### src/rtl/asad_pkg.sv
// Package for the step, shake and activity detector.
// Holds transaction types, register index codes, filter coefficients and
// the command type of the shared multiply-accumulate unit. No dependencies.
`default_nettype none

package asad_pkg;

   // Default fixed point fraction width
   localparam int FRAC_BITS_DEF = 16;

   // Fixed widths
   localparam int AXIS_W = 24;
   localparam int RAD_W  = 48;
   localparam int OPND_W = 25;
   localparam int ACC_W  = 51;
   localparam int CSR_IDX_W = 3;
   localparam int CSR_DAT_W = 16;

   // Register index codes
   localparam logic [CSR_IDX_W-1:0] CSR_ACCEL_RANGE   = 3'd0;
   localparam logic [CSR_IDX_W-1:0] CSR_STEP_DEBOUNCE = 3'd1;
   localparam logic [CSR_IDX_W-1:0] CSR_SHAKE_COOL    = 3'd2;
   localparam logic [CSR_IDX_W-1:0] CSR_ACT_HOLDOFF   = 3'd3;
   localparam logic [CSR_IDX_W-1:0] CSR_STEP_ENV_THR  = 3'd4;
   localparam logic [CSR_IDX_W-1:0] CSR_STEP_JERK_THR = 3'd5;

   // Unsigned Q16 filter coefficients
   localparam logic signed [OPND_W-1:0] C_098 = 25'sd64225;
   localparam logic signed [OPND_W-1:0] C_002 = 25'sd1311;
   localparam logic signed [OPND_W-1:0] C_065 = 25'sd42598;
   localparam logic signed [OPND_W-1:0] C_035 = 25'sd22938;
   localparam logic signed [OPND_W-1:0] C_030 = 25'sd19661;
   localparam logic signed [OPND_W-1:0] C_070 = 25'sd45875;
   localparam logic signed [OPND_W-1:0] C_060 = 25'sd39322;
   localparam logic signed [OPND_W-1:0] C_040 = 25'sd26214;
   localparam logic signed [OPND_W-1:0] C_160 = 25'sd104858;
   localparam logic signed [OPND_W-1:0] C_055 = 25'sd36045;

   typedef struct packed {
      logic signed [15:0] accel_x_raw;
      logic signed [15:0] accel_y_raw;
      logic signed [15:0] accel_z_raw;
      logic [31:0]        time_ms;
      logic               clear_shake;
   } req_type;

   typedef struct packed {
      logic step_pulse;
      logic shake_pending;
      logic activity_pulse;
   } rsp_type;

   typedef struct packed {
      logic                     en;
      logic                     clr;
      logic signed [OPND_W-1:0] a;
      logic signed [OPND_W-1:0] b;
   } mac_cmd_type;

endpackage

`default_nettype wire

### src/rtl/asad_mac.sv
// Shared multiply-accumulate unit with Q16 round-half-up and 24-bit saturation.
// Depends on asad_pkg.
`default_nettype none

module asad_mac (
   input  wire logic                           clock,
   input  wire asad_pkg::mac_cmd_type          cmd,
   output logic [asad_pkg::ACC_W-1:0]          acc,
   output logic [asad_pkg::AXIS_W-1:0]         rounded
);

   logic signed [asad_pkg::ACC_W-1:0] acc_ff;
   logic signed [asad_pkg::ACC_W-1:0] acc_in;
   logic signed [2*asad_pkg::OPND_W-1:0] prod;
   logic signed [asad_pkg::ACC_W-1:0] biased;
   logic [asad_pkg::ACC_W-17:0] shifted;

   // Multiply, then load or accumulate
   assign prod = cmd.a * cmd.b;

   always_comb begin
      acc_in = acc_ff;
      if (cmd.en) begin
         if (cmd.clr) begin
            acc_in = asad_pkg::ACC_W'(prod);
         end else begin
            acc_in = acc_ff + asad_pkg::ACC_W'(prod);
         end
      end
   end

   always_ff @(posedge clock) begin
      acc_ff <= acc_in;
   end

   // Round half up and saturate the non-negative sum
   assign biased  = acc_ff + asad_pkg::ACC_W'(32768);
   assign shifted = biased[asad_pkg::ACC_W-1:16];

   always_comb begin
      if (|shifted[asad_pkg::ACC_W-17:asad_pkg::AXIS_W]) begin
         rounded = {asad_pkg::AXIS_W{1'b1}};
      end else begin
         rounded = shifted[asad_pkg::AXIS_W-1:0];
      end
   end

   assign acc = acc_ff;

endmodule

`default_nettype wire

### src/rtl/asad_sqrt.sv
// Bit-serial integer square root, two radicand bits per cycle.
// Depends on asad_pkg.
`default_nettype none

module asad_sqrt (
   input  wire logic                          clock,
   input  wire logic                          reset,
   input  wire logic                          start,
   input  wire logic [asad_pkg::RAD_W-1:0]    radicand,
   output logic                               done,
   output logic [asad_pkg::AXIS_W-1:0]        root
);

   localparam int ITER = asad_pkg::RAD_W / 2;

   logic busy_ff, busy_in;
   logic done_ff, done_in;
   logic [4:0] cnt_ff, cnt_in;
   logic [asad_pkg::RAD_W-1:0] n_ff, n_in;
   logic [asad_pkg::RAD_W-1:0] r_ff, r_in;
   logic [asad_pkg::RAD_W-1:0] bit_ff, bit_in;
   logic [asad_pkg::RAD_W-1:0] trial;

   assign trial = r_ff + bit_ff;

   // One root bit per iteration
   always_comb begin
      busy_in = busy_ff;
      done_in = 1'b0;
      cnt_in  = cnt_ff;
      n_in    = n_ff;
      r_in    = r_ff;
      bit_in  = bit_ff;
      if (start) begin
         busy_in = 1'b1;
         cnt_in  = '0;
         n_in    = radicand;
         r_in    = '0;
         bit_in  = asad_pkg::RAD_W'(1) << (asad_pkg::RAD_W - 2);
      end else if (busy_ff) begin
         if (n_ff >= trial) begin
            n_in = n_ff - trial;
            r_in = (r_ff >> 1) + bit_ff;
         end else begin
            r_in = r_ff >> 1;
         end
         bit_in = bit_ff >> 2;
         cnt_in = cnt_ff + 5'd1;
         if (cnt_ff == 5'(ITER - 1)) begin
            busy_in = 1'b0;
            done_in = 1'b1;
         end
      end
   end

   always_ff @(posedge clock) begin
      if (reset) begin
         busy_ff <= 1'b0;
         done_ff <= 1'b0;
         cnt_ff  <= '0;
      end else begin
         busy_ff <= busy_in;
         done_ff <= done_in;
         cnt_ff  <= cnt_in;
      end
      n_ff   <= n_in;
      r_ff   <= r_in;
      bit_ff <= bit_in;
   end

   assign done = done_ff;
   assign root = r_ff[asad_pkg::AXIS_W-1:0];

endmodule

`default_nettype wire

### src/rtl/accel_step_shake_activity_detect_unit.sv
// Step, shake and activity detector top level: sequencer and detector state.
// Depends on asad_pkg, asad_mac and asad_sqrt.
//
// Usage:
//  - Input channel req_valid/req_ready/req_data carries one accelerometer
//    sample transaction; result channel rsp_valid/rsp_ready/rsp_data returns
//    one result transaction per sample, in order.
//  - csr_we/csr_index/csr_wdata write the six configuration registers;
//    write only while no sample is in flight.
//  - A sample runs through the sequencer from acceptance to result; before the
//    first valid sample it goes straight to the result step. The 24-iteration
//    square root and the single shared multiply-accumulate unit set the time
//    in between. req_ready is high only while the sequencer waits for a
//    sample, so the next sample is accepted only once the current one is done.
//  - The result register decouples the sides: a new sample may be accepted
//    while the previous result is waiting; when the receiver stalls the
//    sequencer holds its final step until the result register frees up.
//  - Synchronous reset returns detector state and configuration registers to
//    defaults (not sample scratch or result data); no clearing pass is needed.
`default_nettype none

module accel_step_shake_activity_detect_unit #(
   parameter int FRAC_BITS = asad_pkg::FRAC_BITS_DEF
) (
   input  wire logic                              clock,
   input  wire logic                              reset,
   input  wire logic                              req_valid,
   output logic                                   req_ready,
   input  wire asad_pkg::req_type                 req_data,
   output logic                                   rsp_valid,
   input  wire logic                              rsp_ready,
   output asad_pkg::rsp_type                      rsp_data,
   input  wire logic                              csr_we,
   input  wire logic [asad_pkg::CSR_IDX_W-1:0]    csr_index,
   input  wire logic [asad_pkg::CSR_DAT_W-1:0]    csr_wdata
);

   localparam int AW = asad_pkg::AXIS_W;

   // Fixed point constants
   localparam logic [AW-1:0] Q_ONE    = AW'(((64'd1 << FRAC_BITS) + 64'd0) / 64'd1);
   localparam logic [AW-1:0] Q_1_100  = AW'(((64'd1 << FRAC_BITS) + 64'd50) / 64'd100);
   localparam logic [AW-1:0] Q_1_20   = AW'(((64'd1 << FRAC_BITS) + 64'd10) / 64'd20);
   localparam logic [AW-1:0] Q_7_100  = AW'(((64'd7 << FRAC_BITS) + 64'd50) / 64'd100);
   localparam logic [AW-1:0] Q_13_20  = AW'(((64'd13 << FRAC_BITS) + 64'd10) / 64'd20);
   localparam logic [AW-1:0] Q_14_5   = AW'(((64'd14 << FRAC_BITS) + 64'd2) / 64'd5);
   localparam logic [AW-1:0] Q_2_25   = AW'(((64'd2 << FRAC_BITS) + 64'd12) / 64'd25);
   localparam logic [AW-1:0] Q_4_25   = AW'(((64'd4 << FRAC_BITS) + 64'd12) / 64'd25);

   // Sequencer codes
   localparam logic [4:0] S_IDLE  = 5'd0;
   localparam logic [4:0] S_CHECK = 5'd1;
   localparam logic [4:0] S_A1    = 5'd2;
   localparam logic [4:0] S_A2    = 5'd3;
   localparam logic [4:0] S_A3    = 5'd4;
   localparam logic [4:0] S_A4    = 5'd5;
   localparam logic [4:0] S_A5    = 5'd6;
   localparam logic [4:0] S_P1    = 5'd7;
   localparam logic [4:0] S_P2    = 5'd8;
   localparam logic [4:0] S_P3    = 5'd9;
   localparam logic [4:0] S_P4    = 5'd10;
   localparam logic [4:0] S_PW    = 5'd11;
   localparam logic [4:0] S_T1    = 5'd12;
   localparam logic [4:0] S_B2    = 5'd13;
   localparam logic [4:0] S_B3    = 5'd14;
   localparam logic [4:0] S_B4    = 5'd15;
   localparam logic [4:0] S_B5    = 5'd16;
   localparam logic [4:0] S_B6    = 5'd17;
   localparam logic [4:0] S_B7    = 5'd18;
   localparam logic [4:0] S_SH    = 5'd19;
   localparam logic [4:0] S_K2    = 5'd20;
   localparam logic [4:0] S_K3    = 5'd21;
   localparam logic [4:0] S_K4    = 5'd22;
   localparam logic [4:0] S_K5    = 5'd23;
   localparam logic [4:0] S_DONE  = 5'd24;

   // Scale a raw axis to Q format, truncating toward zero, then saturate
   function automatic logic signed [AW-1:0] scale_axis(input logic signed [15:0] raw,
                                                       input logic [5:0] sh);
      logic signed [47:0] wide;
      logic signed [47:0] q;
      logic signed [AW-1:0] res;
      wide = 48'(raw) <<< sh;
      if (wide < 0) begin
         wide = wide + 48'sd32767;
      end
      q = wide >>> 15;
      if (q > 48'sd8388607) begin
         res = 24'sh7FFFFF;
      end else if (q < -48'sd8388608) begin
         res = 24'sh800000;
      end else begin
         res = q[AW-1:0];
      end
      return res;
   endfunction

   function automatic logic [AW-1:0] abs_axis(input logic signed [AW-1:0] v);
      logic signed [AW:0] w;
      w = {v[AW-1], v};
      if (w < 0) begin
         w = -w;
      end
      return w[AW-1:0];
   endfunction

   function automatic logic [AW-1:0] absdiff_s(input logic signed [AW-1:0] a,
                                               input logic signed [AW-1:0] b);
      logic signed [AW:0] d;
      logic [AW:0] m;
      d = {a[AW-1], a} - {b[AW-1], b};
      m = (d < 0) ? (AW+1)'(-d) : (AW+1)'(d);
      return m[AW] ? {AW{1'b1}} : m[AW-1:0];
   endfunction

   function automatic logic [AW-1:0] absdiff_u(input logic [AW-1:0] a,
                                               input logic [AW-1:0] b);
      return (a > b) ? (a - b) : (b - a);
   endfunction

   function automatic logic signed [asad_pkg::OPND_W-1:0] opnd(input logic [AW-1:0] v);
      return signed'({1'b0, v});
   endfunction

   // Configuration registers
   logic [1:0]  csr_range_ff;
   logic [15:0] csr_debounce_ff, csr_cooldown_ff, csr_holdoff_ff;
   logic [15:0] csr_env_thr_ff, csr_jerk_thr_ff;

   always_ff @(posedge clock) begin
      if (reset) begin
         csr_range_ff    <= 2'd0;
         csr_debounce_ff <= 16'd220;
         csr_cooldown_ff <= 16'd3000;
         csr_holdoff_ff  <= 16'd300;
         csr_env_thr_ff  <= 16'd2294;
         csr_jerk_thr_ff <= 16'd6554;
      end else if (csr_we) begin
         case (csr_index)
            asad_pkg::CSR_ACCEL_RANGE:   csr_range_ff    <= csr_wdata[1:0];
            asad_pkg::CSR_STEP_DEBOUNCE: csr_debounce_ff <= csr_wdata;
            asad_pkg::CSR_SHAKE_COOL:    csr_cooldown_ff <= csr_wdata;
            asad_pkg::CSR_ACT_HOLDOFF:   csr_holdoff_ff  <= csr_wdata;
            asad_pkg::CSR_STEP_ENV_THR:  csr_env_thr_ff  <= csr_wdata;
            asad_pkg::CSR_STEP_JERK_THR: csr_jerk_thr_ff <= csr_wdata;
            default: ;
         endcase
      end
   end

   // Thresholds converted to Q format
   logic [35:0] env_thr_wide, jerk_thr_wide;
   logic [AW-1:0] env_thr_q, jerk_thr_q;
   assign env_thr_wide  = ({20'd0, csr_env_thr_ff} << FRAC_BITS) >> 16;
   assign jerk_thr_wide = ({20'd0, csr_jerk_thr_ff} << FRAC_BITS) >> 16;
   assign env_thr_q  = env_thr_wide[AW-1:0];
   assign jerk_thr_q = jerk_thr_wide[AW-1:0];

   // State
   logic [4:0] st_ff, st_in;
   logic valid_seen_ff, valid_seen_in;
   logic step_started_ff, step_started_in;
   logic above_ff, above_in;
   logic shake_started_ff, shake_started_in;
   logic shake_flag_ff, shake_flag_in;
   logic step_pulse_ff, step_pulse_in;
   logic act_pulse_ff, act_pulse_in;
   logic [AW-1:0] baseline_ff, baseline_in;
   logic [AW-1:0] step_env_ff, step_env_in;
   logic signed [AW-1:0] prior_ff [3];
   logic signed [AW-1:0] prior_in [3];
   logic signed [AW-1:0] ax_ff [3];
   logic signed [AW-1:0] ax_in [3];
   logic [31:0] now_ff, now_in;
   logic [31:0] last_step_ff, last_step_in;
   logic [31:0] last_shake_ff, last_shake_in;
   logic [31:0] last_act_ff, last_act_in;
   logic [AW-1:0] sh_mag_ff, sh_mag_in;
   logic [AW-1:0] sh_env_ff, sh_env_in;
   logic [AW-1:0] sh_jerk_ff, sh_jerk_in;
   logic [AW-1:0] shk_acc_env_ff, shk_acc_env_in;
   logic [AW-1:0] shk_jerk_env_ff, shk_jerk_env_in;
   logic [AW-1:0] act_env_ff, act_env_in;
   logic [AW-1:0] mag_ff, mag_in;
   logic [AW-1:0] jerk_ff, jerk_in;
   logic [AW-1:0] hp_ff, hp_in;
   logic [AW-1:0] sig_ff, sig_in;
   logic rsp_valid_ff, rsp_valid_in;
   asad_pkg::rsp_type rsp_data_ff, rsp_data_in;

   // Shared units
   asad_pkg::mac_cmd_type mac_cmd;
   logic [asad_pkg::ACC_W-1:0] mac_acc;
   logic [AW-1:0] mac_round;
   logic sq_start, sq_done;
   logic [AW-1:0] sq_root;

   asad_mac u_mac (
      .clock   (clock),
      .cmd     (mac_cmd),
      .acc     (mac_acc),
      .rounded (mac_round)
   );

   asad_sqrt u_sqrt (
      .clock    (clock),
      .reset    (reset),
      .start    (sq_start),
      .radicand (mac_acc[asad_pkg::RAD_W-1:0]),
      .done     (sq_done),
      .root     (sq_root)
   );

   // Combinational helpers
   logic [5:0] scale_sh;
   logic [AW+1:0] abssum;
   logic [AW+1:0] jerk_sum;
   logic [AW-1:0] shake_hp;
   logic over, jerk_hit, moved, jerked, big_shake;

   assign scale_sh = 6'(FRAC_BITS + 1) + {4'd0, csr_range_ff};
   assign abssum = (AW+2)'(abs_axis(ax_ff[0])) + (AW+2)'(abs_axis(ax_ff[1]))
                 + (AW+2)'(abs_axis(ax_ff[2]));
   assign jerk_sum = (AW+2)'(absdiff_s(ax_ff[0], prior_ff[0]))
                   + (AW+2)'(absdiff_s(ax_ff[1], prior_ff[1]))
                   + (AW+2)'(absdiff_s(ax_ff[2], prior_ff[2]));
   assign shake_hp = absdiff_u(sh_mag_ff, Q_ONE);
   assign over     = step_env_ff > env_thr_q;
   assign jerk_hit = (jerk_ff > jerk_thr_q) && (step_env_ff > mac_round)
                   && (mag_ff > Q_13_20) && (mag_ff < Q_14_5);
   assign moved     = shk_acc_env_ff > Q_2_25;
   assign jerked    = mac_round > Q_4_25;
   assign big_shake = shk_acc_env_ff > Q_4_25;

   // Sequencer
   always_comb begin
      st_in            = st_ff;
      valid_seen_in    = valid_seen_ff;
      step_started_in  = step_started_ff;
      above_in         = above_ff;
      shake_started_in = shake_started_ff;
      shake_flag_in    = shake_flag_ff;
      step_pulse_in    = step_pulse_ff;
      act_pulse_in     = act_pulse_ff;
      baseline_in      = baseline_ff;
      step_env_in      = step_env_ff;
      prior_in         = prior_ff;
      ax_in            = ax_ff;
      now_in           = now_ff;
      last_step_in     = last_step_ff;
      last_shake_in    = last_shake_ff;
      last_act_in      = last_act_ff;
      sh_mag_in        = sh_mag_ff;
      sh_env_in        = sh_env_ff;
      sh_jerk_in       = sh_jerk_ff;
      shk_acc_env_in   = shk_acc_env_ff;
      shk_jerk_env_in  = shk_jerk_env_ff;
      act_env_in       = act_env_ff;
      mag_in           = mag_ff;
      jerk_in          = jerk_ff;
      hp_in            = hp_ff;
      sig_in           = sig_ff;
      rsp_data_in      = rsp_data_ff;
      rsp_valid_in     = rsp_valid_ff & ~rsp_ready;
      mac_cmd          = '0;
      sq_start         = 1'b0;
      req_ready        = (st_ff == S_IDLE);

      case (st_ff)
         S_IDLE: begin
            if (req_valid) begin
               ax_in[0] = scale_axis(req_data.accel_x_raw, scale_sh);
               ax_in[1] = scale_axis(req_data.accel_y_raw, scale_sh);
               ax_in[2] = scale_axis(req_data.accel_z_raw, scale_sh);
               now_in   = req_data.time_ms;
               if (req_data.clear_shake) begin
                  shake_flag_in = 1'b0;
               end
               step_pulse_in = 1'b0;
               act_pulse_in  = 1'b0;
               st_in = S_CHECK;
            end
         end
         S_CHECK: begin
            if (valid_seen_ff || (abssum >= (AW+2)'(Q_1_100))) begin
               valid_seen_in = 1'b1;
               st_in = S_A1;
            end else begin
               st_in = S_DONE;
            end
         end
         // Activity detector on the previous envelope and jerk
         S_A1: begin
            mac_cmd = '{en: 1'b1, clr: 1'b1, a: asad_pkg::C_160, b: opnd(sh_env_ff)};
            st_in = S_A2;
         end
         S_A2: begin
            mac_cmd = '{en: 1'b1, clr: 1'b0, a: asad_pkg::C_055, b: opnd(sh_jerk_ff)};
            st_in = S_A3;
         end
         S_A3: begin
            sig_in  = mac_round;
            mac_cmd = '{en: 1'b1, clr: 1'b1, a: asad_pkg::C_060, b: opnd(act_env_ff)};
            st_in = S_A4;
         end
         S_A4: begin
            mac_cmd = '{en: 1'b1, clr: 1'b0, a: asad_pkg::C_040, b: opnd(sig_ff)};
            st_in = S_A5;
         end
         S_A5: begin
            act_env_in = mac_round;
            if ((mac_round > Q_7_100) && ((now_ff - last_act_ff) >= {16'd0, csr_holdoff_ff}))
            begin
               last_act_in  = now_ff;
               act_pulse_in = 1'b1;
            end
            st_in = S_P1;
         end
         // Sum of squares, then square root
         S_P1: begin
            mac_cmd = '{en: 1'b1, clr: 1'b1, a: 25'(ax_ff[0]), b: 25'(ax_ff[0])};
            st_in = S_P2;
         end
         S_P2: begin
            mac_cmd = '{en: 1'b1, clr: 1'b0, a: 25'(ax_ff[1]), b: 25'(ax_ff[1])};
            st_in = S_P3;
         end
         S_P3: begin
            mac_cmd = '{en: 1'b1, clr: 1'b0, a: 25'(ax_ff[2]), b: 25'(ax_ff[2])};
            st_in = S_P4;
         end
         S_P4: begin
            sq_start = 1'b1;
            st_in = S_PW;
         end
         S_PW: begin
            if (sq_done) begin
               mag_in = sq_root;
               st_in = S_T1;
            end
         end
         // Step detector
         S_T1: begin
            if (!step_started_ff) begin
               prior_in = ax_ff;
               baseline_in = (mag_ff > Q_1_20) ? mag_ff : Q_ONE;
               step_started_in = 1'b1;
               st_in = S_SH;
            end else if (mag_ff < Q_1_20) begin
               sh_mag_in  = mag_ff;
               sh_jerk_in = '0;
               above_in   = 1'b0;
               st_in = S_SH;
            end else begin
               jerk_in  = (|jerk_sum[AW+1:AW]) ? {AW{1'b1}} : jerk_sum[AW-1:0];
               prior_in = ax_ff;
               mac_cmd  = '{en: 1'b1, clr: 1'b1, a: asad_pkg::C_098, b: opnd(baseline_ff)};
               st_in = S_B2;
            end
         end
         S_B2: begin
            mac_cmd = '{en: 1'b1, clr: 1'b0, a: asad_pkg::C_002, b: opnd(mag_ff)};
            st_in = S_B3;
         end
         S_B3: begin
            baseline_in = mac_round;
            st_in = S_B4;
         end
         S_B4: begin
            hp_in   = absdiff_u(mag_ff, baseline_ff);
            mac_cmd = '{en: 1'b1, clr: 1'b1, a: asad_pkg::C_065, b: opnd(step_env_ff)};
            st_in = S_B5;
         end
         S_B5: begin
            mac_cmd = '{en: 1'b1, clr: 1'b0, a: asad_pkg::C_035, b: opnd(hp_ff)};
            st_in = S_B6;
         end
         S_B6: begin
            step_env_in = mac_round;
            sh_mag_in   = mag_ff;
            sh_env_in   = mac_round;
            sh_jerk_in  = jerk_ff;
            mac_cmd = '{en: 1'b1, clr: 1'b1, a: asad_pkg::C_035, b: opnd(env_thr_q)};
            st_in = S_B7;
         end
         S_B7: begin
            if (((over && !above_ff) || jerk_hit)
                && ((now_ff - last_step_ff) > {16'd0, csr_debounce_ff})) begin
               last_step_in  = now_ff;
               step_pulse_in = 1'b1;
            end
            above_in = over;
            st_in = S_SH;
         end
         // Shake detector, frozen while a shake is pending
         S_SH: begin
            if (shake_flag_ff) begin
               st_in = S_DONE;
            end else if (!shake_started_ff) begin
               shake_started_in = 1'b1;
               st_in = S_DONE;
            end else begin
               hp_in   = shake_hp;
               mac_cmd = '{en: 1'b1, clr: 1'b1, a: asad_pkg::C_035, b: opnd(shk_acc_env_ff)};
               st_in = S_K2;
            end
         end
         S_K2: begin
            mac_cmd = '{en: 1'b1, clr: 1'b0, a: asad_pkg::C_065, b: opnd(hp_ff)};
            st_in = S_K3;
         end
         S_K3: begin
            shk_acc_env_in = mac_round;
            mac_cmd = '{en: 1'b1, clr: 1'b1, a: asad_pkg::C_030, b: opnd(shk_jerk_env_ff)};
            st_in = S_K4;
         end
         S_K4: begin
            mac_cmd = '{en: 1'b1, clr: 1'b0, a: asad_pkg::C_070, b: opnd(sh_jerk_ff)};
            st_in = S_K5;
         end
         S_K5: begin
            shk_jerk_env_in = mac_round;
            if (((moved && jerked) || big_shake)
                && ((now_ff - last_shake_ff) >= {16'd0, csr_cooldown_ff})) begin
               last_shake_in = now_ff;
               shake_flag_in = 1'b1;
            end
            st_in = S_DONE;
         end
         // Hand the result over once the output register is free
         S_DONE: begin
            if (!rsp_valid_ff || rsp_ready) begin
               rsp_valid_in = 1'b1;
               rsp_data_in.step_pulse     = step_pulse_ff;
               rsp_data_in.shake_pending  = shake_flag_ff;
               rsp_data_in.activity_pulse = act_pulse_ff;
               st_in = S_IDLE;
            end
         end
         default: begin
            st_in = S_IDLE;
         end
      endcase
   end

   always_ff @(posedge clock) begin
      if (reset) begin
         st_ff            <= S_IDLE;
         valid_seen_ff    <= 1'b0;
         step_started_ff  <= 1'b0;
         above_ff         <= 1'b0;
         shake_started_ff <= 1'b0;
         shake_flag_ff    <= 1'b0;
         step_pulse_ff    <= 1'b0;
         act_pulse_ff     <= 1'b0;
         baseline_ff      <= Q_ONE;
         step_env_ff      <= '0;
         prior_ff         <= '{default: '0};
         last_step_ff     <= '0;
         last_shake_ff    <= '0;
         last_act_ff      <= '0;
         sh_mag_ff        <= '0;
         sh_env_ff        <= '0;
         sh_jerk_ff       <= '0;
         shk_acc_env_ff   <= '0;
         shk_jerk_env_ff  <= '0;
         act_env_ff       <= '0;
         rsp_valid_ff     <= 1'b0;
      end else begin
         st_ff            <= st_in;
         valid_seen_ff    <= valid_seen_in;
         step_started_ff  <= step_started_in;
         above_ff         <= above_in;
         shake_started_ff <= shake_started_in;
         shake_flag_ff    <= shake_flag_in;
         step_pulse_ff    <= step_pulse_in;
         act_pulse_ff     <= act_pulse_in;
         baseline_ff      <= baseline_in;
         step_env_ff      <= step_env_in;
         prior_ff         <= prior_in;
         last_step_ff     <= last_step_in;
         last_shake_ff    <= last_shake_in;
         last_act_ff      <= last_act_in;
         sh_mag_ff        <= sh_mag_in;
         sh_env_ff        <= sh_env_in;
         sh_jerk_ff       <= sh_jerk_in;
         shk_acc_env_ff   <= shk_acc_env_in;
         shk_jerk_env_ff  <= shk_jerk_env_in;
         act_env_ff       <= act_env_in;
         rsp_valid_ff     <= rsp_valid_in;
      end
      ax_ff       <= ax_in;
      now_ff      <= now_in;
      mag_ff      <= mag_in;
      jerk_ff     <= jerk_in;
      hp_ff       <= hp_in;
      sig_ff      <= sig_in;
      rsp_data_ff <= rsp_data_in;
   end

   assign rsp_valid = rsp_valid_ff;
   assign rsp_data  = rsp_data_ff;

`ifndef SYNTHESIS
   a_sqrt_done_in_wait: assert property (@(posedge clock) disable iff (reset)
      sq_done |-> (st_ff == S_PW))
      else $error("square root finished outside its wait step");

   a_valid_seen_sticky: assert property (@(posedge clock) disable iff (reset)
      !$fell(valid_seen_ff))
      else $error("valid_seen cleared without reset");

   a_shake_set_in_k5: assert property (@(posedge clock) disable iff (reset)
      $rose(shake_flag_ff) |-> ($past(st_ff) == S_K5))
      else $error("shake flag set outside the shake decision step");

   a_no_result_overrun: assert property (@(posedge clock) disable iff (reset)
      (st_ff == S_DONE && rsp_valid_ff && !rsp_ready) |=> (st_ff == S_DONE))
      else $error("result overwritten while receiver stalls");
`endif

endmodule

`default_nettype wire
### config.mk
export PLATFORM = sky130hd
export DESIGN_NAME = accel_step_shake_activity_detect_unit
export DESIGN_NICKNAME = d
export VERILOG_FILES = /design/src/rtl/asad_pkg.sv /design/src/rtl/asad_mac.sv /design/src/rtl/asad_sqrt.sv /design/src/rtl/accel_step_shake_activity_detect_unit.sv
export SDC_FILE = /design/constraint.sdc
export NUM_CORES = 2
export LEC_CHECK = 0
export BUFFER_PORTS_ARGS = -buffer_cell sky130_fd_sc_hd__buf_4
export CAP_MARGIN = 20
export CORE_MARGIN = 2
export CORE_UTILIZATION = 50
export DETAILED_ROUTE_END_ITERATION = 12
export GPL_TIMING_DRIVEN = 0
export PLACE_DENSITY = 0.66
export SLEW_MARGIN = 40
export SYNTH_ARGS = -nofsm -noshare
export SYNTH_HDL_FRONTEND = slang
export SYNTH_HIERARCHICAL = 1
export SYNTH_SLANG_ARGS = --single-unit
### constraint.sdc
create_clock -name clock -period 21.5 [get_ports clock]
set_clock_uncertainty 0.05 [all_clocks]
set_input_delay 1.075 -clock clock [delete_from_list [all_inputs] [get_ports clock]]
set_output_delay 1.075 -clock clock [all_outputs]
set_load 0.03 [all_outputs]
==> reports/qor.txt <==
DETAILED ROUTING
----------------------------------------------------------------------------------------
Vias per Instance                                                                   6.01
Wirelength, routed                                                          324000 microns
Post-detailed-route count of antenna-violating nets                                    0
Iteration-0 DRC Markers                                                             8006
Pre-Repair DR Iteration Count                                                          8
Per-cell routed wire length                                                 24.2 microns
Total via count after detailed routing                                             80500
DRC violation count after routing                                                      0

SETUP PATH
----------------------------------------------------------------------------------------
Critical path class                                                         flop to flop
Required time worst endpoint                                                    21950 ps
Arrival time at the worst endpoint                                              16020 ps
Largest fanout of any net on the critical path                                        10
Category of the worst setup path launch point                                       flop
Launching point of the worst reg2reg path                                       st_ff[2]
Largest stage delay on the critical path                                          740 ps
Most Frequent Cell on Critical Path                                                 fa_1
Cell with the biggest individual delay on the critical path                       nor2_1
Setup slack of the worst register-to-register path                               5930 ps
Count of cells along the worst register-to-register path                              47
Critical path endpoint category                                                     flop
Crit path buf inv count                                                               11
End of the worst register-to-register path                                  u_mac/acc[45]
Family of cells with the greatest summed delay on the critical path          adder cells

TIMING
----------------------------------------------------------------------------------------
Final critical-path setup slack                                                  5930 ps
Hold violation total from the final report                                             0
Final Setup Violations                                                                 0
Fin Hold WS                                                                       401 ps
Transition time at the pin with the least slew margin                             977 ps
Relative slew slack                                                                34.8%
Max Clock Freq                                                                0.0642 GHz
Portion of the clock cycle consumed by the worst path in the final layout          72.4%
Minimum period implied by the final worst setup slack                           15570 ps
Aggregate negative setup slack                                                      0 ps
Setup repair after global routing missed its margin                                   no
Max-slew violation count                                                               0

CLOCK NETWORK
----------------------------------------------------------------------------------------
Clk buf depth                                                                          3
Clock sink count                                                                     806
Maximum level of the CTS H-tree                                                        3
Number of setup buffers added after CTS                                                0
Post-CTS Resized                                                                       0
Clock-pin transition on the worst setup and hold timing paths                      60 ps
Total clock buffers created by CTS                                                    97
TritonCTS clock tree                                                                 yes
Worst-skew pair later-pin latency                                                 780 ps
Hold-fix buffers, CTS                                                                  0
Clock root buffer master                                                       clkbuf_16

FINAL LAYOUT
----------------------------------------------------------------------------------------
Core Util, Final                                                                   54.7%
Layout cells sized above 1                                                         5.69%
Synthesis-to-finish area growth                                                    8.91%
FF+latch area                                                                19100 sq um
# fillers                                                                          16700
Number of nets at the end of the flow                                              12500
Multi-input combinational cell area                                          62400 sq um

FLOORPLAN
----------------------------------------------------------------------------------------
Total core area                                                             176000 sq um
Initial standard-cell utilization of the core                                      50.2%
I/O Pins                                                                             110
Die outline area                                                            180000 sq um
Die height                                                                   424 microns
Number of placement rows                                                             154
Die span in x                                                                424 microns

SYNTH
----------------------------------------------------------------------------------------
Yosys warning count                                                                    6
Number of different library cells in the post-synthesis netlist                      120
Cell count after synthesis                                                         10700
Sequential fraction of the synthesis area                                          21.7%
Mean area per synthesized cell                                                8.25 sq um
Flops & latches, synth                                                               806
Largest area contributor in the netlist                                             fa_1
Ranking of synthesized cells by instance count                              nand2_1 (1482), inv_1 (1229), a21oi_1 (840)
Most used standard cell by instance count after synthesis                        nand2_1
Post-synth EDFFs                                                                     299
Top flip-flop cell by instance count after synthesis                             dfxtp_1
Async set-reset flop share out of synthesis                                           0%
Ranking of synthesized cells by area                                        fa_1 (16%), dfxtp_1 (12%), edfxtp_1 (10%), ha_1 (9.6%), nand2_1 (6.3%)
Post-synthesis instance area                                                 88100 sq um
Proportion of netlist area held by the largest area contributor                    16.3%

PLACE
----------------------------------------------------------------------------------------
RD Place Congestion                                                                 1.02
HPWL after DPL                                                              263000 microns
DP Worst Slack                                                                   6370 ps
Count of port buffers added during placement                                         109

PWR
----------------------------------------------------------------------------------------
Pwr/cell area                                                               58.4 nW/um^2
Leak                                                                             41.2 nW
Peak ir drop on the vdd network                                                0.0760 mV
Total Power                                                                    0.00561 W

GRT
----------------------------------------------------------------------------------------
Total congestion overflow after global routing                                         0
All-layer global routing usage                                                     35.8%
Via count of the first global-routing pass                                         80200
First-pass GRT wire length                                                  493000 microns
Initial antenna violation count                                                       13
Largest net degree at the start of global routing                                     41

HOLD PATH
----------------------------------------------------------------------------------------
Worst Hold Depth                                                                       2
Class of the worst hold path                                                flop to flop
Sink of the worst hold path                                                 last_shake_ff[25]
Start point of the worst hold path                                          last_shake_ff[25]

RUN
----------------------------------------------------------------------------------------
Number of maximum-capacitance violations                                               0

OUTCOME
----------------------------------------------------------------------------------------
Run status                                                                  complete, no violations

-- layer usage --
metal | wire (microns) | track usage (%) | share of wire (%)
met2 | 150000 | 59.0 | 46
met1 | 132000 | 45.9 | 41
met3 | 24800 | 5.78 | 7.7
met4 | 18000 | 16.9 | 5.5
met5 | 47 | 0 | 0.014
-- registers in the layout, summed over array words and instances (netlist names), 32 cells and up --
signal / flops
last_shake_ff: 32
prior_ff: 69
last_act_ff: 32
u_mac/acc: 51
last_step_ff: 32
ax_ff: 69
u_sqrt/n_ff: 48
u_sqrt/r_ff: 48
now_ff: 32
-- report_power, final --
| group | switching [W] | total [W] | internal, W |
|---|---|---|---|
| sequential | 0.000113 | 0.00179 | 0.00167 |
| clock | 0.000746 | 0.00173 | 0.000987 |
| combinational | 0.00130 | 0.00209 | 0.000783 |
-- cells by family (layout without fill, tap and decap cells) --
| logic type | Yosys count | in the layout | synth area share, % |
|---|---|---|---|
| compound gates | 2458 | 2458 | 18.1 |
| xor+xnor | 538 | 538 | 5.35 |
| fa+ha+maj | 1391 | 1391 | 25.9 |
| buf+inv | 1779 | 2142 | 7.77 |
| flops | 806 | 806 | 21.7 |
| mux | 233 | 233 | 2.88 |
| other cells | 2 | 6 | 0.00852 |
| simple gates | 3472 | 3472 | 18.3 |
-- final cells by class --
class                      count  share of cell area, %
sequential                   806                   19.9
inverter                    1233                   4.82
clock buffer                 134                   2.92
multi-input combinational   8096                   65.0
buffer                       546                   2.35
clock inverter                48                  0.510
antenna                        2                0.00522
tap                         2340                   3.05
timing repair buffer         181                   1.41
-- worst max-delay path by stage --
stage / depth (start not counted) / slack (ps) / end / from
detailed placement: 47 / 6370 / u_mac/acc[45] / st_ff[2]
CTS: 47 / 6310 / u_mac/acc[45] / st_ff[2]
global placement: 48 / 5490 / u_mac/acc[45] / mag_ff[1]
global route: 47 / 5510 / u_mac/acc[45] / st_ff[2]
finish: 47 / 5930 / u_mac/acc[45] / st_ff[2]
floorplan: 49 / 9780 / u_mac/acc[45] / mag_ff[1]
-- placed cells by master, fill, tap and decap left out, types with 47 or more instances in the layout --
cell | synthesis | layout
a211oi_1 | 65 | 64
a21o_1 | 192 | 192
a21oi_1 | 840 | 838
a222oi_1 | 55 | 55
a22oi_1 | 97 | 97
a31oi_1 | 103 | 102
and2_1 | 346 | 345
and3_1 | 82 | 82
buf_2 | 27 | 62
buf_4 | 25 | 146
clkbuf_1 | 468 | 462
clkbuf_16 | 0 | 101
dfxtp_1 | 507 | 507
edfxtp_1 | 299 | 299
fa_1 | 717 | 715
ha_1 | 674 | 674
inv_1 | 1229 | 1228
mux2_2 | 70 | 70
mux2i_1 | 153 | 153
nand2_1 | 1482 | 1482
nand2b_1 | 87 | 87
nand3_1 | 141 | 141
nand4_1 | 127 | 127
nor2_1 | 731 | 728
nor2b_1 | 68 | 67
nor3_1 | 139 | 133
o211ai_1 | 50 | 50
o21a_1 | 65 | 65
o21ai_0 | 432 | 422
o21bai_1 | 71 | 71
o31ai_1 | 73 | 72
or3_1 | 47 | 47
xnor2_1 | 296 | 296
xor2_1 | 242 | 242
-- metrics by stage --
step	area (sq um)	cells
after floorplan	88100	10700
after global placement	91900	13100
after detailed placement	92600	13200
after CTS	95900	13400
after global routing	96000	13400
final	96000	13400
-- worst min-delay path: stages, from the launching register on --
cell and delay (ps):
dfxtp_1 310, nand2_1 50, a21oi_1 50
No activity file was read; power rests on OpenSTA's default activity.
